[src/rtl/core/tlnef_pkg.sv]
package tlnef_pkg;

  // line counter width in decimal digits
  localparam int NUMBER_DIGITS_DEF = 6;
  // entries between front and back
  localparam int QUEUE_DEPTH_DEF = 2;

  localparam int CFG_IDX_W  = 3;
  localparam int CFG_DATA_W = 8;

  // configuration register indexes
  localparam logic [CFG_IDX_W-1:0] REG_NUMBER_LINES     = 3'd0;
  localparam logic [CFG_IDX_W-1:0] REG_SQUEEZE_BLANK    = 3'd1;
  localparam logic [CFG_IDX_W-1:0] REG_SHOW_ENDS        = 3'd2;
  localparam logic [CFG_IDX_W-1:0] REG_SHOW_TABS        = 3'd3;
  localparam logic [CFG_IDX_W-1:0] REG_SHOW_NONPRINTING = 3'd4;

  // numbering modes
  localparam logic [1:0] NUM_ALL      = 2'd1;
  localparam logic [1:0] NUM_NONBLANK = 2'd2;

  // character codes
  localparam logic [7:0] CH_TAB    = 8'h09;
  localparam logic [7:0] CH_NL     = 8'h0A;
  localparam logic [7:0] CH_SPACE  = 8'h20;
  localparam logic [7:0] CH_DOLLAR = 8'h24;
  localparam logic [7:0] CH_DASH   = 8'h2D;
  localparam logic [7:0] CH_ZERO   = 8'h30;
  localparam logic [7:0] CH_QMARK  = 8'h3F;
  localparam logic [7:0] CH_I      = 8'h49;
  localparam logic [7:0] CH_M      = 8'h4D;
  localparam logic [7:0] CH_CARET  = 8'h5E;
  localparam logic [6:0] LOW_DEL   = 7'd127;
  localparam logic [6:0] LOW_CTRL_MAX = 7'd31;
  localparam logic [7:0] CARET_OFFSET = 8'd64;

  // classified request handed from front to back
  typedef struct packed {
    logic            num_en;     // line number precedes the characters
    logic [3:0][7:0] chars;      // character bytes, index 0 first
    logic [1:0]      chars_last; // index of the final character byte
  } tlnef_cmd_t;

endpackage

[src/rtl/core/tlnef_if.sv]
interface tlnef_in_if;
  logic       valid;
  logic       ready;
  logic [7:0] data_byte;
  logic       file_start;

  modport source (output valid, output data_byte, output file_start, input ready);
  modport sink   (input valid, input data_byte, input file_start, output ready);
endinterface

interface tlnef_out_if;
  logic       valid;
  logic       ready;
  logic [7:0] out_byte;
  logic       last;

  modport source (output valid, output out_byte, output last, input ready);
  modport sink   (input valid, input out_byte, input last, output ready);
endinterface

interface tlnef_cfg_if;
  logic                           valid;
  logic                           ready;
  logic [tlnef_pkg::CFG_IDX_W-1:0]  index;
  logic [tlnef_pkg::CFG_DATA_W-1:0] data;

  modport source (output valid, output index, output data, input ready);
  modport sink   (input valid, input index, input data, output ready);
endinterface

[src/rtl/core/tlnef_front.sv]
module tlnef_front #(
  parameter int NUMBER_DIGITS = tlnef_pkg::NUMBER_DIGITS_DEF
) (
  input  logic                              clk,
  input  logic                              rst_n,
  input  logic                              in_valid,
  output logic                              in_ready,
  input  logic [7:0]                        in_data_byte,
  input  logic                              in_file_start,
  input  logic                              cfg_valid,
  input  logic [tlnef_pkg::CFG_IDX_W-1:0]   cfg_index,
  input  logic [tlnef_pkg::CFG_DATA_W-1:0]  cfg_data,
  output logic                              push_valid,
  input  logic                              push_ready,
  output tlnef_pkg::tlnef_cmd_t             push_cmd,
  output logic [NUMBER_DIGITS-1:0][3:0]     push_digits
);
  import tlnef_pkg::*;

  logic [1:0] number_lines_r;
  logic       squeeze_blank_r;
  logic       show_ends_r;
  logic       show_tabs_r;
  logic       show_nonprinting_r;

  logic                          at_line_start_r;
  logic                          blank_seen_r;
  logic [NUMBER_DIGITS-1:0][3:0] digits_r;
  logic [NUMBER_DIGITS-1:0][3:0] digits_inc;

  logic       accept;
  logic       line_start;
  logic       is_nl;
  logic       squeezed;
  logic       num_en;
  logic [6:0] low;
  tlnef_cmd_t cmd;

  assign is_nl      = (in_data_byte == CH_NL);
  assign line_start = at_line_start_r | in_file_start;
  assign squeezed   = line_start & squeeze_blank_r & is_nl & blank_seen_r;
  assign num_en     = line_start & ~squeezed &
                      ((number_lines_r == NUM_ALL) ||
                       ((number_lines_r == NUM_NONBLANK) && !is_nl));
  assign in_ready   = push_ready;
  assign accept     = in_valid & in_ready;
  assign push_valid = in_valid & ~squeezed;
  assign low        = in_data_byte[6:0];

  // saturating decimal increment, index 0 most significant
  always_comb begin
    logic carry;
    logic full;
    carry = 1'b1;
    full  = 1'b1;
    for (int i = 0; i < NUMBER_DIGITS; i++) begin
      if (digits_r[i] != 4'd9) full = 1'b0;
    end
    for (int i = NUMBER_DIGITS - 1; i >= 0; i--) begin
      if (carry && !full) begin
        digits_inc[i] = (digits_r[i] >= 4'd9) ? 4'd0 : digits_r[i] + 4'd1;
      end else begin
        digits_inc[i] = digits_r[i];
      end
      carry = carry & (digits_r[i] >= 4'd9);
    end
  end

  // character expansion
  always_comb begin
    cmd            = '0;
    cmd.num_en     = num_en;
    cmd.chars[0]   = in_data_byte;
    cmd.chars_last = 2'd0;
    if (is_nl) begin
      if (show_ends_r) begin
        cmd.chars[0]   = CH_DOLLAR;
        cmd.chars[1]   = CH_NL;
        cmd.chars_last = 2'd1;
      end
    end else if (in_data_byte == CH_TAB && show_tabs_r) begin
      cmd.chars[0]   = CH_CARET;
      cmd.chars[1]   = CH_I;
      cmd.chars_last = 2'd1;
    end else if (show_nonprinting_r) begin
      if (in_data_byte[7]) begin
        cmd.chars[0] = CH_M;
        cmd.chars[1] = CH_DASH;
        if (low == LOW_DEL) begin
          cmd.chars[2]   = CH_CARET;
          cmd.chars[3]   = CH_QMARK;
          cmd.chars_last = 2'd3;
        end else if (low <= LOW_CTRL_MAX) begin
          cmd.chars[2]   = CH_CARET;
          cmd.chars[3]   = {1'b0, low} + CARET_OFFSET;
          cmd.chars_last = 2'd3;
        end else begin
          cmd.chars[2]   = {1'b0, low};
          cmd.chars_last = 2'd2;
        end
      end else if (low == LOW_DEL) begin
        cmd.chars[0]   = CH_CARET;
        cmd.chars[1]   = CH_QMARK;
        cmd.chars_last = 2'd1;
      end else if (low <= LOW_CTRL_MAX && in_data_byte != CH_TAB) begin
        cmd.chars[0]   = CH_CARET;
        cmd.chars[1]   = in_data_byte + CARET_OFFSET;
        cmd.chars_last = 2'd1;
      end
    end
  end

  assign push_cmd    = cmd;
  assign push_digits = num_en ? digits_inc : digits_r;

  always_ff @(posedge clk) begin
    if (!rst_n) begin
      number_lines_r     <= '0;
      squeeze_blank_r    <= 1'b0;
      show_ends_r        <= 1'b0;
      show_tabs_r        <= 1'b0;
      show_nonprinting_r <= 1'b0;
    end else if (cfg_valid) begin
      case (cfg_index)
        REG_NUMBER_LINES:     number_lines_r     <= cfg_data[1:0];
        REG_SQUEEZE_BLANK:    squeeze_blank_r    <= cfg_data[0];
        REG_SHOW_ENDS:        show_ends_r        <= cfg_data[0];
        REG_SHOW_TABS:        show_tabs_r        <= cfg_data[0];
        REG_SHOW_NONPRINTING: show_nonprinting_r <= cfg_data[0];
        default: ;
      endcase
    end
  end

  always_ff @(posedge clk) begin
    if (!rst_n) begin
      at_line_start_r <= 1'b1;
      blank_seen_r    <= 1'b0;
      digits_r        <= '0;
    end else if (accept) begin
      at_line_start_r <= is_nl;
      if (line_start && squeeze_blank_r) blank_seen_r <= is_nl;
      if (num_en) digits_r <= digits_inc;
    end
  end

endmodule

[src/rtl/core/tlnef_queue.sv]
module tlnef_queue #(
  parameter int WIDTH = 8,
  parameter int DEPTH = tlnef_pkg::QUEUE_DEPTH_DEF
) (
  input  logic             clk,
  input  logic             rst_n,
  input  logic             push_valid,
  output logic             push_ready,
  input  logic [WIDTH-1:0] push_data,
  output logic             pop_valid,
  input  logic             pop_ready,
  output logic [WIDTH-1:0] pop_data
);
  import tlnef_pkg::*;

  localparam int PTR_W = (DEPTH > 1) ? $clog2(DEPTH) : 1;
  localparam int CNT_W = $clog2(DEPTH + 1);
  localparam logic [CNT_W-1:0] FULL_CNT = CNT_W'(DEPTH);
  localparam logic [PTR_W-1:0] LAST_PTR = PTR_W'(DEPTH - 1);

  logic [WIDTH-1:0] mem [DEPTH];
  logic [PTR_W-1:0] wr_ptr_r, rd_ptr_r;
  logic [CNT_W-1:0] count_r;
  logic             do_push, do_pop;

  assign push_ready = (count_r != FULL_CNT);
  assign pop_valid  = (count_r != '0);
  assign pop_data   = mem[rd_ptr_r];
  assign do_push    = push_valid & push_ready;
  assign do_pop     = pop_valid & pop_ready;

  always_ff @(posedge clk) begin
    if (do_push) mem[wr_ptr_r] <= push_data;
  end

  always_ff @(posedge clk) begin
    if (!rst_n) begin
      wr_ptr_r <= '0;
      rd_ptr_r <= '0;
      count_r  <= '0;
    end else begin
      if (do_push) wr_ptr_r <= (wr_ptr_r == LAST_PTR) ? '0 : wr_ptr_r + 1'b1;
      if (do_pop)  rd_ptr_r <= (rd_ptr_r == LAST_PTR) ? '0 : rd_ptr_r + 1'b1;
      case ({do_push, do_pop})
        2'b10:   count_r <= count_r + 1'b1;
        2'b01:   count_r <= count_r - 1'b1;
        default: count_r <= count_r;
      endcase
    end
  end

endmodule

[src/rtl/core/tlnef_back.sv]
module tlnef_back #(
  parameter int NUMBER_DIGITS = tlnef_pkg::NUMBER_DIGITS_DEF
) (
  input  logic                          clk,
  input  logic                          rst_n,
  input  logic                          pop_valid,
  output logic                          pop_ready,
  input  tlnef_pkg::tlnef_cmd_t         pop_cmd,
  input  logic [NUMBER_DIGITS-1:0][3:0] pop_digits,
  output logic                          out_valid,
  input  logic                          out_ready,
  output logic [7:0]                    out_byte,
  output logic                          out_last
);
  import tlnef_pkg::*;

  localparam int POS_W = $clog2(NUMBER_DIGITS + 5);
  localparam int DIG_W = (NUMBER_DIGITS > 1) ? $clog2(NUMBER_DIGITS) : 1;
  localparam logic [POS_W-1:0] TAB_POS   = POS_W'(NUMBER_DIGITS);
  localparam logic [POS_W-1:0] CHAR_POS  = POS_W'(NUMBER_DIGITS + 1);
  localparam logic [POS_W-1:0] UNITS_POS = POS_W'(NUMBER_DIGITS - 1);

  logic [POS_W-1:0] pos_r, pos_nxt;
  logic             lead_r, lead_nxt;
  logic             out_valid_r;
  logic [7:0]       out_byte_r;
  logic             out_last_r;

  logic [POS_W-1:0] eff_pos;
  logic [POS_W-1:0] char_off;
  logic [1:0]       char_idx;
  logic [3:0]       digit;
  logic             load;
  logic [7:0]       byte_sel;
  logic             last_sel;

  assign load     = pop_valid & (~out_valid_r | out_ready);
  assign eff_pos  = pop_cmd.num_en ? pos_r : pos_r + CHAR_POS;
  assign char_off = eff_pos - CHAR_POS;
  assign char_idx = char_off[1:0];
  assign digit    = pop_digits[eff_pos[DIG_W-1:0]];

  always_comb begin
    byte_sel = CH_SPACE;
    last_sel = 1'b0;
    lead_nxt = lead_r;
    if (eff_pos < TAB_POS) begin
      if (lead_r && digit == 4'd0 && eff_pos != UNITS_POS) begin
        byte_sel = CH_SPACE;
      end else begin
        byte_sel = CH_ZERO + {4'd0, digit};
        lead_nxt = 1'b0;
      end
    end else if (eff_pos == TAB_POS) begin
      byte_sel = CH_TAB;
    end else begin
      byte_sel = pop_cmd.chars[char_idx];
      last_sel = (char_idx == pop_cmd.chars_last);
    end
    pos_nxt = last_sel ? '0 : pos_r + 1'b1;
  end

  assign pop_ready = load & last_sel;
  assign out_valid = out_valid_r;
  assign out_byte  = out_byte_r;
  assign out_last  = out_last_r;

  always_ff @(posedge clk) begin
    if (load) begin
      out_byte_r <= byte_sel;
      out_last_r <= last_sel;
    end
  end

  always_ff @(posedge clk) begin
    if (!rst_n) begin
      out_valid_r <= 1'b0;
      pos_r       <= '0;
      lead_r      <= 1'b1;
    end else begin
      if (load) begin
        out_valid_r <= 1'b1;
        pos_r       <= pos_nxt;
        lead_r      <= last_sel ? 1'b1 : lead_nxt;
      end else if (out_ready) begin
        out_valid_r <= 1'b0;
      end
    end
  end

endmodule

[src/rtl/core/text_line_number_escape_filter.sv]
// Byte stream filter in the style of cat -benstv. Each request on in_ch carries
// one byte and yields zero to NUMBER_DIGITS+5 bytes on out_ch, with last set on
// the final byte of that request. A plain byte passes at one byte per clock and
// an input byte may be taken every cycle; a request that expands into k bytes
// holds the output until the last, and input stalls once the two-entry queue
// between the classifying front and the emitting back is full. One output byte
// leaves per cycle while out_ch is ready. A line squeezed away is consumed with
// no output. Configuration must be written by the user on cfg_ch (always ready)
// only while the block is idle (not enforced). No clearing pass after reset.
module text_line_number_escape_filter #(
  parameter int NUMBER_DIGITS = tlnef_pkg::NUMBER_DIGITS_DEF,
  parameter int QUEUE_DEPTH   = tlnef_pkg::QUEUE_DEPTH_DEF
) (
  input  logic        clk,
  input  logic        rst_n,
  tlnef_in_if.sink    in_ch,
  tlnef_out_if.source out_ch,
  tlnef_cfg_if.sink   cfg_ch
);
  import tlnef_pkg::*;

  // queue word: digit snapshot above the classified request
  localparam int Q_W = NUMBER_DIGITS * 4 + $bits(tlnef_cmd_t);

  logic                          push_valid, push_ready;
  tlnef_cmd_t                    push_cmd;
  logic [NUMBER_DIGITS-1:0][3:0] push_digits;
  logic                          pop_valid, pop_ready;
  logic [Q_W-1:0]                pop_data;
  tlnef_cmd_t                    pop_cmd;
  logic [NUMBER_DIGITS-1:0][3:0] pop_digits;

  // registers are plain flops, so writes never stall
  assign cfg_ch.ready = 1'b1;

  // front: line state, counter, squeeze and character expansion
  tlnef_front #(
    .NUMBER_DIGITS (NUMBER_DIGITS)
  ) u_front (
    .clk           (clk),
    .rst_n         (rst_n),
    .in_valid      (in_ch.valid),
    .in_ready      (in_ch.ready),
    .in_data_byte  (in_ch.data_byte),
    .in_file_start (in_ch.file_start),
    .cfg_valid     (cfg_ch.valid),
    .cfg_index     (cfg_ch.index),
    .cfg_data      (cfg_ch.data),
    .push_valid    (push_valid),
    .push_ready    (push_ready),
    .push_cmd      (push_cmd),
    .push_digits   (push_digits)
  );

  // decoupling queue
  tlnef_queue #(
    .WIDTH (Q_W),
    .DEPTH (QUEUE_DEPTH)
  ) u_queue (
    .clk        (clk),
    .rst_n      (rst_n),
    .push_valid (push_valid),
    .push_ready (push_ready),
    .push_data  ({push_digits, push_cmd}),
    .pop_valid  (pop_valid),
    .pop_ready  (pop_ready),
    .pop_data   (pop_data)
  );

  assign pop_cmd    = pop_data[$bits(tlnef_cmd_t)-1:0];
  assign pop_digits = pop_data[Q_W-1:$bits(tlnef_cmd_t)];

  // back: walks number digits, tab and characters into the output register
  tlnef_back #(
    .NUMBER_DIGITS (NUMBER_DIGITS)
  ) u_back (
    .clk        (clk),
    .rst_n      (rst_n),
    .pop_valid  (pop_valid),
    .pop_ready  (pop_ready),
    .pop_cmd    (pop_cmd),
    .pop_digits (pop_digits),
    .out_valid  (out_ch.valid),
    .out_ready  (out_ch.ready),
    .out_byte   (out_ch.out_byte),
    .out_last   (out_ch.last)
  );

endmodule

[src/flat_wrapper.sv]
// flat-port wrapper written by rule: the top's interface ports become plain ports
module text_line_number_escape_filter_flat import tlnef_pkg::*;
#(
  parameter int NUMBER_DIGITS = tlnef_pkg::NUMBER_DIGITS_DEF,
  parameter int QUEUE_DEPTH   = tlnef_pkg::QUEUE_DEPTH_DEF
)
  (clk, rst_n, in_ch_valid, in_ch_data_byte, in_ch_file_start, in_ch_ready, out_ch_valid, out_ch_out_byte, out_ch_last, out_ch_ready, cfg_ch_valid, cfg_ch_index, cfg_ch_data, cfg_ch_ready);
  tlnef_in_if in_ch_i ();
  tlnef_out_if out_ch_i ();
  tlnef_cfg_if cfg_ch_i ();
  input  logic clk;
  input  logic rst_n;
  input wire logic [$bits(in_ch_i.valid)-1:0] in_ch_valid;
  input wire logic [$bits(in_ch_i.data_byte)-1:0] in_ch_data_byte;
  input wire logic [$bits(in_ch_i.file_start)-1:0] in_ch_file_start;
  output wire logic [$bits(in_ch_i.ready)-1:0] in_ch_ready;
  output wire logic [$bits(out_ch_i.valid)-1:0] out_ch_valid;
  output wire logic [$bits(out_ch_i.out_byte)-1:0] out_ch_out_byte;
  output wire logic [$bits(out_ch_i.last)-1:0] out_ch_last;
  input wire logic [$bits(out_ch_i.ready)-1:0] out_ch_ready;
  input wire logic [$bits(cfg_ch_i.valid)-1:0] cfg_ch_valid;
  input wire logic [$bits(cfg_ch_i.index)-1:0] cfg_ch_index;
  input wire logic [$bits(cfg_ch_i.data)-1:0] cfg_ch_data;
  output wire logic [$bits(cfg_ch_i.ready)-1:0] cfg_ch_ready;
  assign in_ch_i.valid = in_ch_valid;
  assign in_ch_i.data_byte = in_ch_data_byte;
  assign in_ch_i.file_start = in_ch_file_start;
  assign in_ch_ready = in_ch_i.ready;
  assign out_ch_valid = out_ch_i.valid;
  assign out_ch_out_byte = out_ch_i.out_byte;
  assign out_ch_last = out_ch_i.last;
  assign out_ch_i.ready = out_ch_ready;
  assign cfg_ch_i.valid = cfg_ch_valid;
  assign cfg_ch_i.index = cfg_ch_index;
  assign cfg_ch_i.data = cfg_ch_data;
  assign cfg_ch_ready = cfg_ch_i.ready;
  text_line_number_escape_filter #(.NUMBER_DIGITS(NUMBER_DIGITS), .QUEUE_DEPTH(QUEUE_DEPTH)) u_core (.clk(clk), .rst_n(rst_n), .in_ch(in_ch_i), .out_ch(out_ch_i), .cfg_ch(cfg_ch_i));
endmodule
[config.mk]
export PLATFORM = sky130hd
export DESIGN_NAME = text_line_number_escape_filter_flat
export DESIGN_NICKNAME = d
export VERILOG_FILES = /design/src/rtl/core/tlnef_pkg.sv /design/src/rtl/core/tlnef_if.sv /design/src/rtl/core/tlnef_front.sv /design/src/rtl/core/tlnef_queue.sv /design/src/rtl/core/tlnef_back.sv /design/src/rtl/core/text_line_number_escape_filter.sv /design/src/flat_wrapper.sv
export SDC_FILE = /design/constraint.sdc
export NUM_CORES = 1
export LEC_CHECK = 0
export BUFFER_PORTS_ARGS = -buffer_cell sky130_fd_sc_hd__buf_2
export CORE_MARGIN = 1.5
export CORE_UTILIZATION = 42
export DETAILED_ROUTE_END_ITERATION = 7
export MAX_ROUTING_LAYER = met4
export SLEW_MARGIN = 10
export SYNTH_ARGS = -nofsm -noshare
export SYNTH_HDL_FRONTEND = slang
export SYNTH_SLANG_ARGS = --single-unit
[constraint.sdc]
create_clock -name clk -period 6.7 [get_ports clk]
set_input_delay 1.34 -clock clk [delete_from_list [all_inputs] [get_ports clk]]
set_output_delay 1.34 -clock clk [all_outputs]
set_load 0.01 [all_outputs]
-- Word level (Yosys, flattened, before mapping)
Memories as Yosys holds them, arrays and structs flattened. A register that Yosys moved wholly into a read port is not among the register bits.
Index checks and enable logic that the tools add are counted.
- register bits after elaboration: 51
- bits in writable memories: 118
- input port bits: 25
- output and inout bits: 12
- logic and storage cells: 174
- memories kept: 1
- memory list (name ; words ; bits a word ; rd ports ; clocked after memory_dff ; wr ports ; line ; RTL):
    u_core.u_queue.mem ; 2 ; 59 ; 1 ; 1 ; 1 ; tlnef_queue.sv:21 ; logic [WIDTH-1:0] mem [DEPTH];
- add/subtract/negate cells: 16
- $lt $le $gt $ge: 10
- eq/ne operators: 23
- mux-type cells: 57
- bitwise logic cells: 19
- reductions and logical operators: 27
- operators with widths (kind ; count):
    18-bit two-way mux ; 5
    16-bit two-way mux ; 4
    4-bit two-way mux ; 15
    34-bit two-way mux ; 1
    8-bit two-way mux ; 4
    4-bit by 1-bit adder with 4-bit output (second input constant) ; 7
    4-bit greater-or-equal comparator (second input constant) ; 6
    24-bit two-way mux ; 1
    4-bit != test (second input constant) ; 6
    1-bit two-way mux ; 21
    8-bit binary-select mux with 2-bit select ; 1
    8-bit by 4-bit == test with 1-bit output (second input constant) ; 2
    1-bit bitwise AND ; 15
    14-bit two-way mux ; 1
    7-bit two-way mux ; 2
    4-bit binary-select mux with 3-bit select ; 1
    2-bit AND reduction ; 6
    1-bit logical AND ; 11
    7-bit by 7-bit adder with 8-bit output (second input constant) ; 1
    8-bit by 7-bit adder with 8-bit output (second input constant) ; 1
    8-bit by 4-bit != test with 1-bit output (second input constant) ; 1
    2-bit nonzero test ; 4
    6-bit by 4-bit adder with 7-bit output (first input constant) ; 1
    7-bit == test (second input constant) ; 1
    26 further kinds ; 34

-- Longest topological paths before layout
- depth in word-level cells: 11
- depth in mapped cells: 14
- gate-level depth less buffers: 12

-- Cells and area by module
Synthesis repeated with hierarchy kept, for this count alone.
- cells, all modules: 748
- area total of the unflattened synthesis: 9039.9 um2
- modules (own cells, without submodules) (module ; instances ; cells each ; area an instance (um2) ; sequential area each (um2)):
    tlnef_queue ; 1 ; 208 ; 4489.3 ; 3643.5
    tlnef_front ; 1 ; 401 ; 3012.9 ; 640.6
    tlnef_back ; 1 ; 137 ; 1526.5 ; 390.4
    text_line_number_escape_filter ; 1 ; 2 ; 11.3 ; 0.0

-- Least setup slack after synthesis
Ideal clock, no wire load.
- path kind: in2reg
- start: input port in_ch_data_byte[7]
- end: memory u_core.u_queue.mem[0][0] (netlist bit), enable pin
- library setup time: 0.474 ns
- arrival: 4.784 ns
- data required time: 6.226 ns
- slack: 1.442 ns
- cell stages on the path: 8
- buffers on the path: 1
- cells stage by stage: clkbuf_1 -> inv_1 -> ha_1 -> nor4b_2 -> and2_1 -> nand3_1 -> nand2_1 -> nor2_1
- longest elaborated chain between the ends: 8
- RTL lines (element ; line ; RTL):
    from (decl) ; flat_wrapper.sv:14 ; input wire logic [$bits(in_ch_i.data_byte)-1:0] in_ch_data_byte;
    8-bit by 4-bit == test with 1-bit output ; tlnef_front.sv:39 ; assign is_nl = (in_data_byte == CH_NL);
    1-bit bitwise AND (2 in a row) ; tlnef_front.sv:41 ; assign squeezed = line_start & squeeze_blank_r & is_nl & blank_seen_r;
    1-bit inverter ; tlnef_front.sv:47 ; assign push_valid = in_valid & ~squeezed;
    1-bit bitwise AND ; tlnef_front.sv:47 ;
    1-bit bitwise AND ; tlnef_queue.sv:29 ; assign do_push = push_valid & push_ready;
    1-bit two-way mux ; tlnef_queue.sv:33 ; if (do_push) mem[wr_ptr_r] <= push_data;
    1-bit two-way mux (not written as such) ; tlnef_queue.sv:33 ;
    to (decl) ; tlnef_queue.sv:21 ;
No other way between the ends.

-- Worst setup path in the final report
- start: register u_core.u_back.pos_r[0]
- end: register u_core.u_queue.count_r[1]
- longest elaborated chain between the ends: 10
- elaborated cells on any way between the ends: 14
- classes of those cells: add/sub (2); order compare (1); eq/ne (4); mux (4); bitwise (2); reduce/logical (1)
- RTL lines (element ; line ; RTL):
    from (decl) ; tlnef_back.sv:23 ; logic [POS_W-1:0] pos_r, pos_nxt;
    from (signal assigned) ; tlnef_back.sv:83 ; pos_r <= pos_nxt;
    4-bit by 3-bit adder with 4-bit output ; tlnef_back.sv:38 ; assign eff_pos = pop_cmd.num_en ? pos_r : pos_r + CHAR_POS;
    4-bit two-way mux * ; tlnef_back.sv:38 ;
    2-bit subtractor ; tlnef_back.sv:39 ; assign char_off = eff_pos - CHAR_POS;
    2-bit == test ; tlnef_back.sv:58 ; last_sel = (char_idx == pop_cmd.chars_last);
    1-bit two-way mux ; tlnef_back.sv:54 ; end else if (eff_pos == TAB_POS) begin
    1-bit two-way mux * ; tlnef_back.sv:47 ; if (eff_pos < TAB_POS) begin
    1-bit bitwise AND * ; tlnef_back.sv:63 ; assign pop_ready = load & last_sel;
    1-bit bitwise AND * ; tlnef_queue.sv:30 ; assign do_pop = pop_valid & pop_ready;
    net u_core.u_queue.do_pop ; tlnef_queue.sv:24 ; logic do_push, do_pop;
    2-bit by 1-bit == test with 1-bit output or 2-bit == test (tied branches) ; tlnef_queue.sv:44 ; case ({do_push, do_pop})
    2-bit one-hot mux with 2 select lines or 2-bit nonzero test (tied branches) ; n/a ;
    to (signal assigned) ; tlnef_queue.sv:45 ; 2'b10: count_r <= count_r + 1'b1;
    to (signal assigned) ; tlnef_queue.sv:46 ; 2'b01: count_r <= count_r - 1'b1;
    to (signal assigned) ; tlnef_queue.sv:47 ; default: count_r <= count_r;
    to (decl) ; tlnef_queue.sv:23 ; logic [CNT_W-1:0] count_r;
Mark *: on every way through the listed nets, which the timed path passes. The rest lies on a longest branch.
A chain may end at the register's enable or synchronous reset.

==> results.cfg <==
[timing]
rsz0062_at_grt = no
slew_viol_final = 0
tightest_slew_ps = 1050
max_freq_ghz = 0.229
finalSetupViolCount = 0
slew_headroom_pct = 29.6
setup_tns_ps = 0
final.min_clock_period_ps = 4360
hold_viol = 0
clock_skew_ps = 8.61
finalCritPeriodShare_pct = 65.1

[layout]
multi_input_area_um2 = 3640
area_growth_pct = 10.4
layout_common_cells = 125 x edfxtp_1, 70 x nor2_1, 52 x mux2i_1, 51 x nand2_1, 42 x dfxtp_1
drive_gt1_share_pct = 14.5
antenna_cells = 0
finalInstanceArea_um2 = 9440
nets = 799
register_area_um2 = 4620
fillers = 1783
final_common_cell = edfxtp_1

[cts]
cts_hold_buf = 0
cts_tree = yes
clkTransAtPathRegs_ps = 70
root_buffer = clkbuf_16
cts_setup_buffers = 0
cts.htree.levels = 4
cts_made_buffers = 17
clk_latency_ps = 430
cts_resized = 0
clk_path_buf_depth = 2
cts.sinks = 168

[hold_path]
hold_path_class = reg -> reg

[route]
wl_um = 18500
first_iter_violations = 442
ant_nets = 0
dr_total_vias = 5785
avgViaCountPerCell = 5.59
drc = 0
wl_per_cell_um = 17.9
drt_first_pass_iters = 5

[logic_synthesis]
ys_top_cells_by_area = edfxtp_1 44%, dfxtp_1 10%, mux2i_1 6.1%, mux4_2 4.0%, ha_1 3.4%
synthCells = 727
synthFlopType = edfxtp_1
synth_edf_count = 125
syn_area_um2 = 8550
ys_ff_latch = 168
yosysTopAreaCell = edfxtp_1
yosysSeqAreaShare_pct = 54.0
synth_warnings = 0
async_reset_ff_share_pct = 0
synth_top_area_share_pct = 43.9
syn_area_per_cell_um2 = 11.8
ys_types = 73

[grt]
grt_antenna_before_repair = 0
grt_pass1_wl_um = 29700
globalRouteOverflowTotal = 0
grt_max_degree = 59
grt_use_total_pct = 18.6
grt_pass1_vias = 5576

[power]
p_leak_nw = 3.49
cellPowerDensity_nw_per_um2 = 355
peakVddDrop_mv = 0.243

[critical_path]
crit_type = reg -> reg
crit_path_end_kind = flip-flop
arrival_ps = 4700
crit_path_start_kind = flip-flop
cp_max_fo = 16
cp.required_ps = 7040

[floorplan]
initial_core_util_pct = 42.5
num_rows = 52
die_area_um2 = 21200
die_h_um = 146
core_area_um2 = 20100
pin_count = 37
die_x_um = 146

[placed_design]
place_area_um2 = 8900
hpwl_um = 12800
place_congestion = 0.893
io_buffers = 29

[run_status]
status = finished clean

[run]
cap_viol_max_count = 0
## flip-flops by register name (all words and copies together), names as in the netlist, 2 cells and up, named ones only
register	count
u_core.u_front.digits_r	24
u_core.u_back.out_byte	8
u_core.u_front.number_lines_r	2
u_core.u_back.pos_r	4
u_core.u_queue.mem	116
u_core.u_queue.count_r	2
## metrics by stage
step	cells	power, mW	hold slack (ps)	utilization, %	setup slack [ps]
finish	1034	3.35	481	47.0	2340
global route	1034	3.52	521	47.0	1960
CTS	1034	3.38	485	47.0	2300
detailed placement	1002	2.48	475	44.2	2330
global placement	1002	2.44	456	44.2	2470
floorplan	728	2.20	449	-	1440
## per-layer routing
layer  routed length [µm]  part of all wire [%]  global-route usage (%)  vias up
met3                 1000                   5.4                    3.86       21
met5                    0                     0                       -        -
met2                 8380                    45                    27.8      188
met4                  296                   1.6                    5.87        0
met1                 8800                    48                    25.4     2811
li1                     -                     -                       -     2765
## report_power, final
group | total [mW] | internal [mW] | switching [mW]
clock network | 0.906 | 0.481 | 0.424
logic | 1.04 | 0.444 | 0.600
registers | 1.40 | 1.32 | 0.0798
## cell type report
cell class	count	share of cell area, %
tap	270	3.58
sequential	168	48.9
clock inverter	14	1.21
inverter	34	1.35
clock buffer	18	4.55
timing repair buffer	33	1.86
multi-input combinational	497	38.6
## critical path, stage by stage (launching register included)
cell      delay, ps
dfxtp_1         830
inv_2           210
ha_1            390
inv_1            90
mux2i_2         490
ha_1            760
xnor2_1         190
o211ai_1        310
nor2_1          200
ha_1            280
or3_1           370
a21oi_1         140
## synth_stat cells, types with 7 or more instances
cell type,number
edfxtp_1,125
nor2_1,71
mux2i_1,52
nand2_1,51
dfxtp_1,43
o21ai_0,38
inv_1,32
a21oi_1,29
ha_1,23
nand3_1,22
nor3_1,17
and2_1,16
mux4_2,15
clkbuf_1,12
nand4_1,10
buf_6,9
or3_1,9
mux2_2,7
nand2b_1,7
o211ai_1,7
o31ai_1,7
## cell families (layout without fill, tap and decap cells)
group	Yosys count	after routing	synth area share, %
muxes	79	79	12.2
buffers and inverters	63	99	3.70
xor gates and xnor gates	14	14	1.87
adders and majority gates	23	23	3.37
other	2	3	0.0878
DFF	168	168	54.0
AOI/OAI and AO/OA	133	133	10.2
and+or+nand+nor	245	245	14.6
## path summary, 6_finish.rpt
check	slack [ps]	cells after the start	endpoint	from
worst max-delay path	2340	11	u_core.u_queue.count_r[1]	u_core.u_back.pos_r[0]
worst min register to register	480	2	u_core.u_front.blank_seen_r	u_core.u_front.blank_seen_r
worst max register to register	2340	11	u_core.u_queue.count_r[1]	u_core.u_back.pos_r[0]
worst min-delay path	480	2	u_core.u_front.blank_seen_r	u_core.u_front.blank_seen_r
Note: power is estimated with default switching activity, not from simulation.
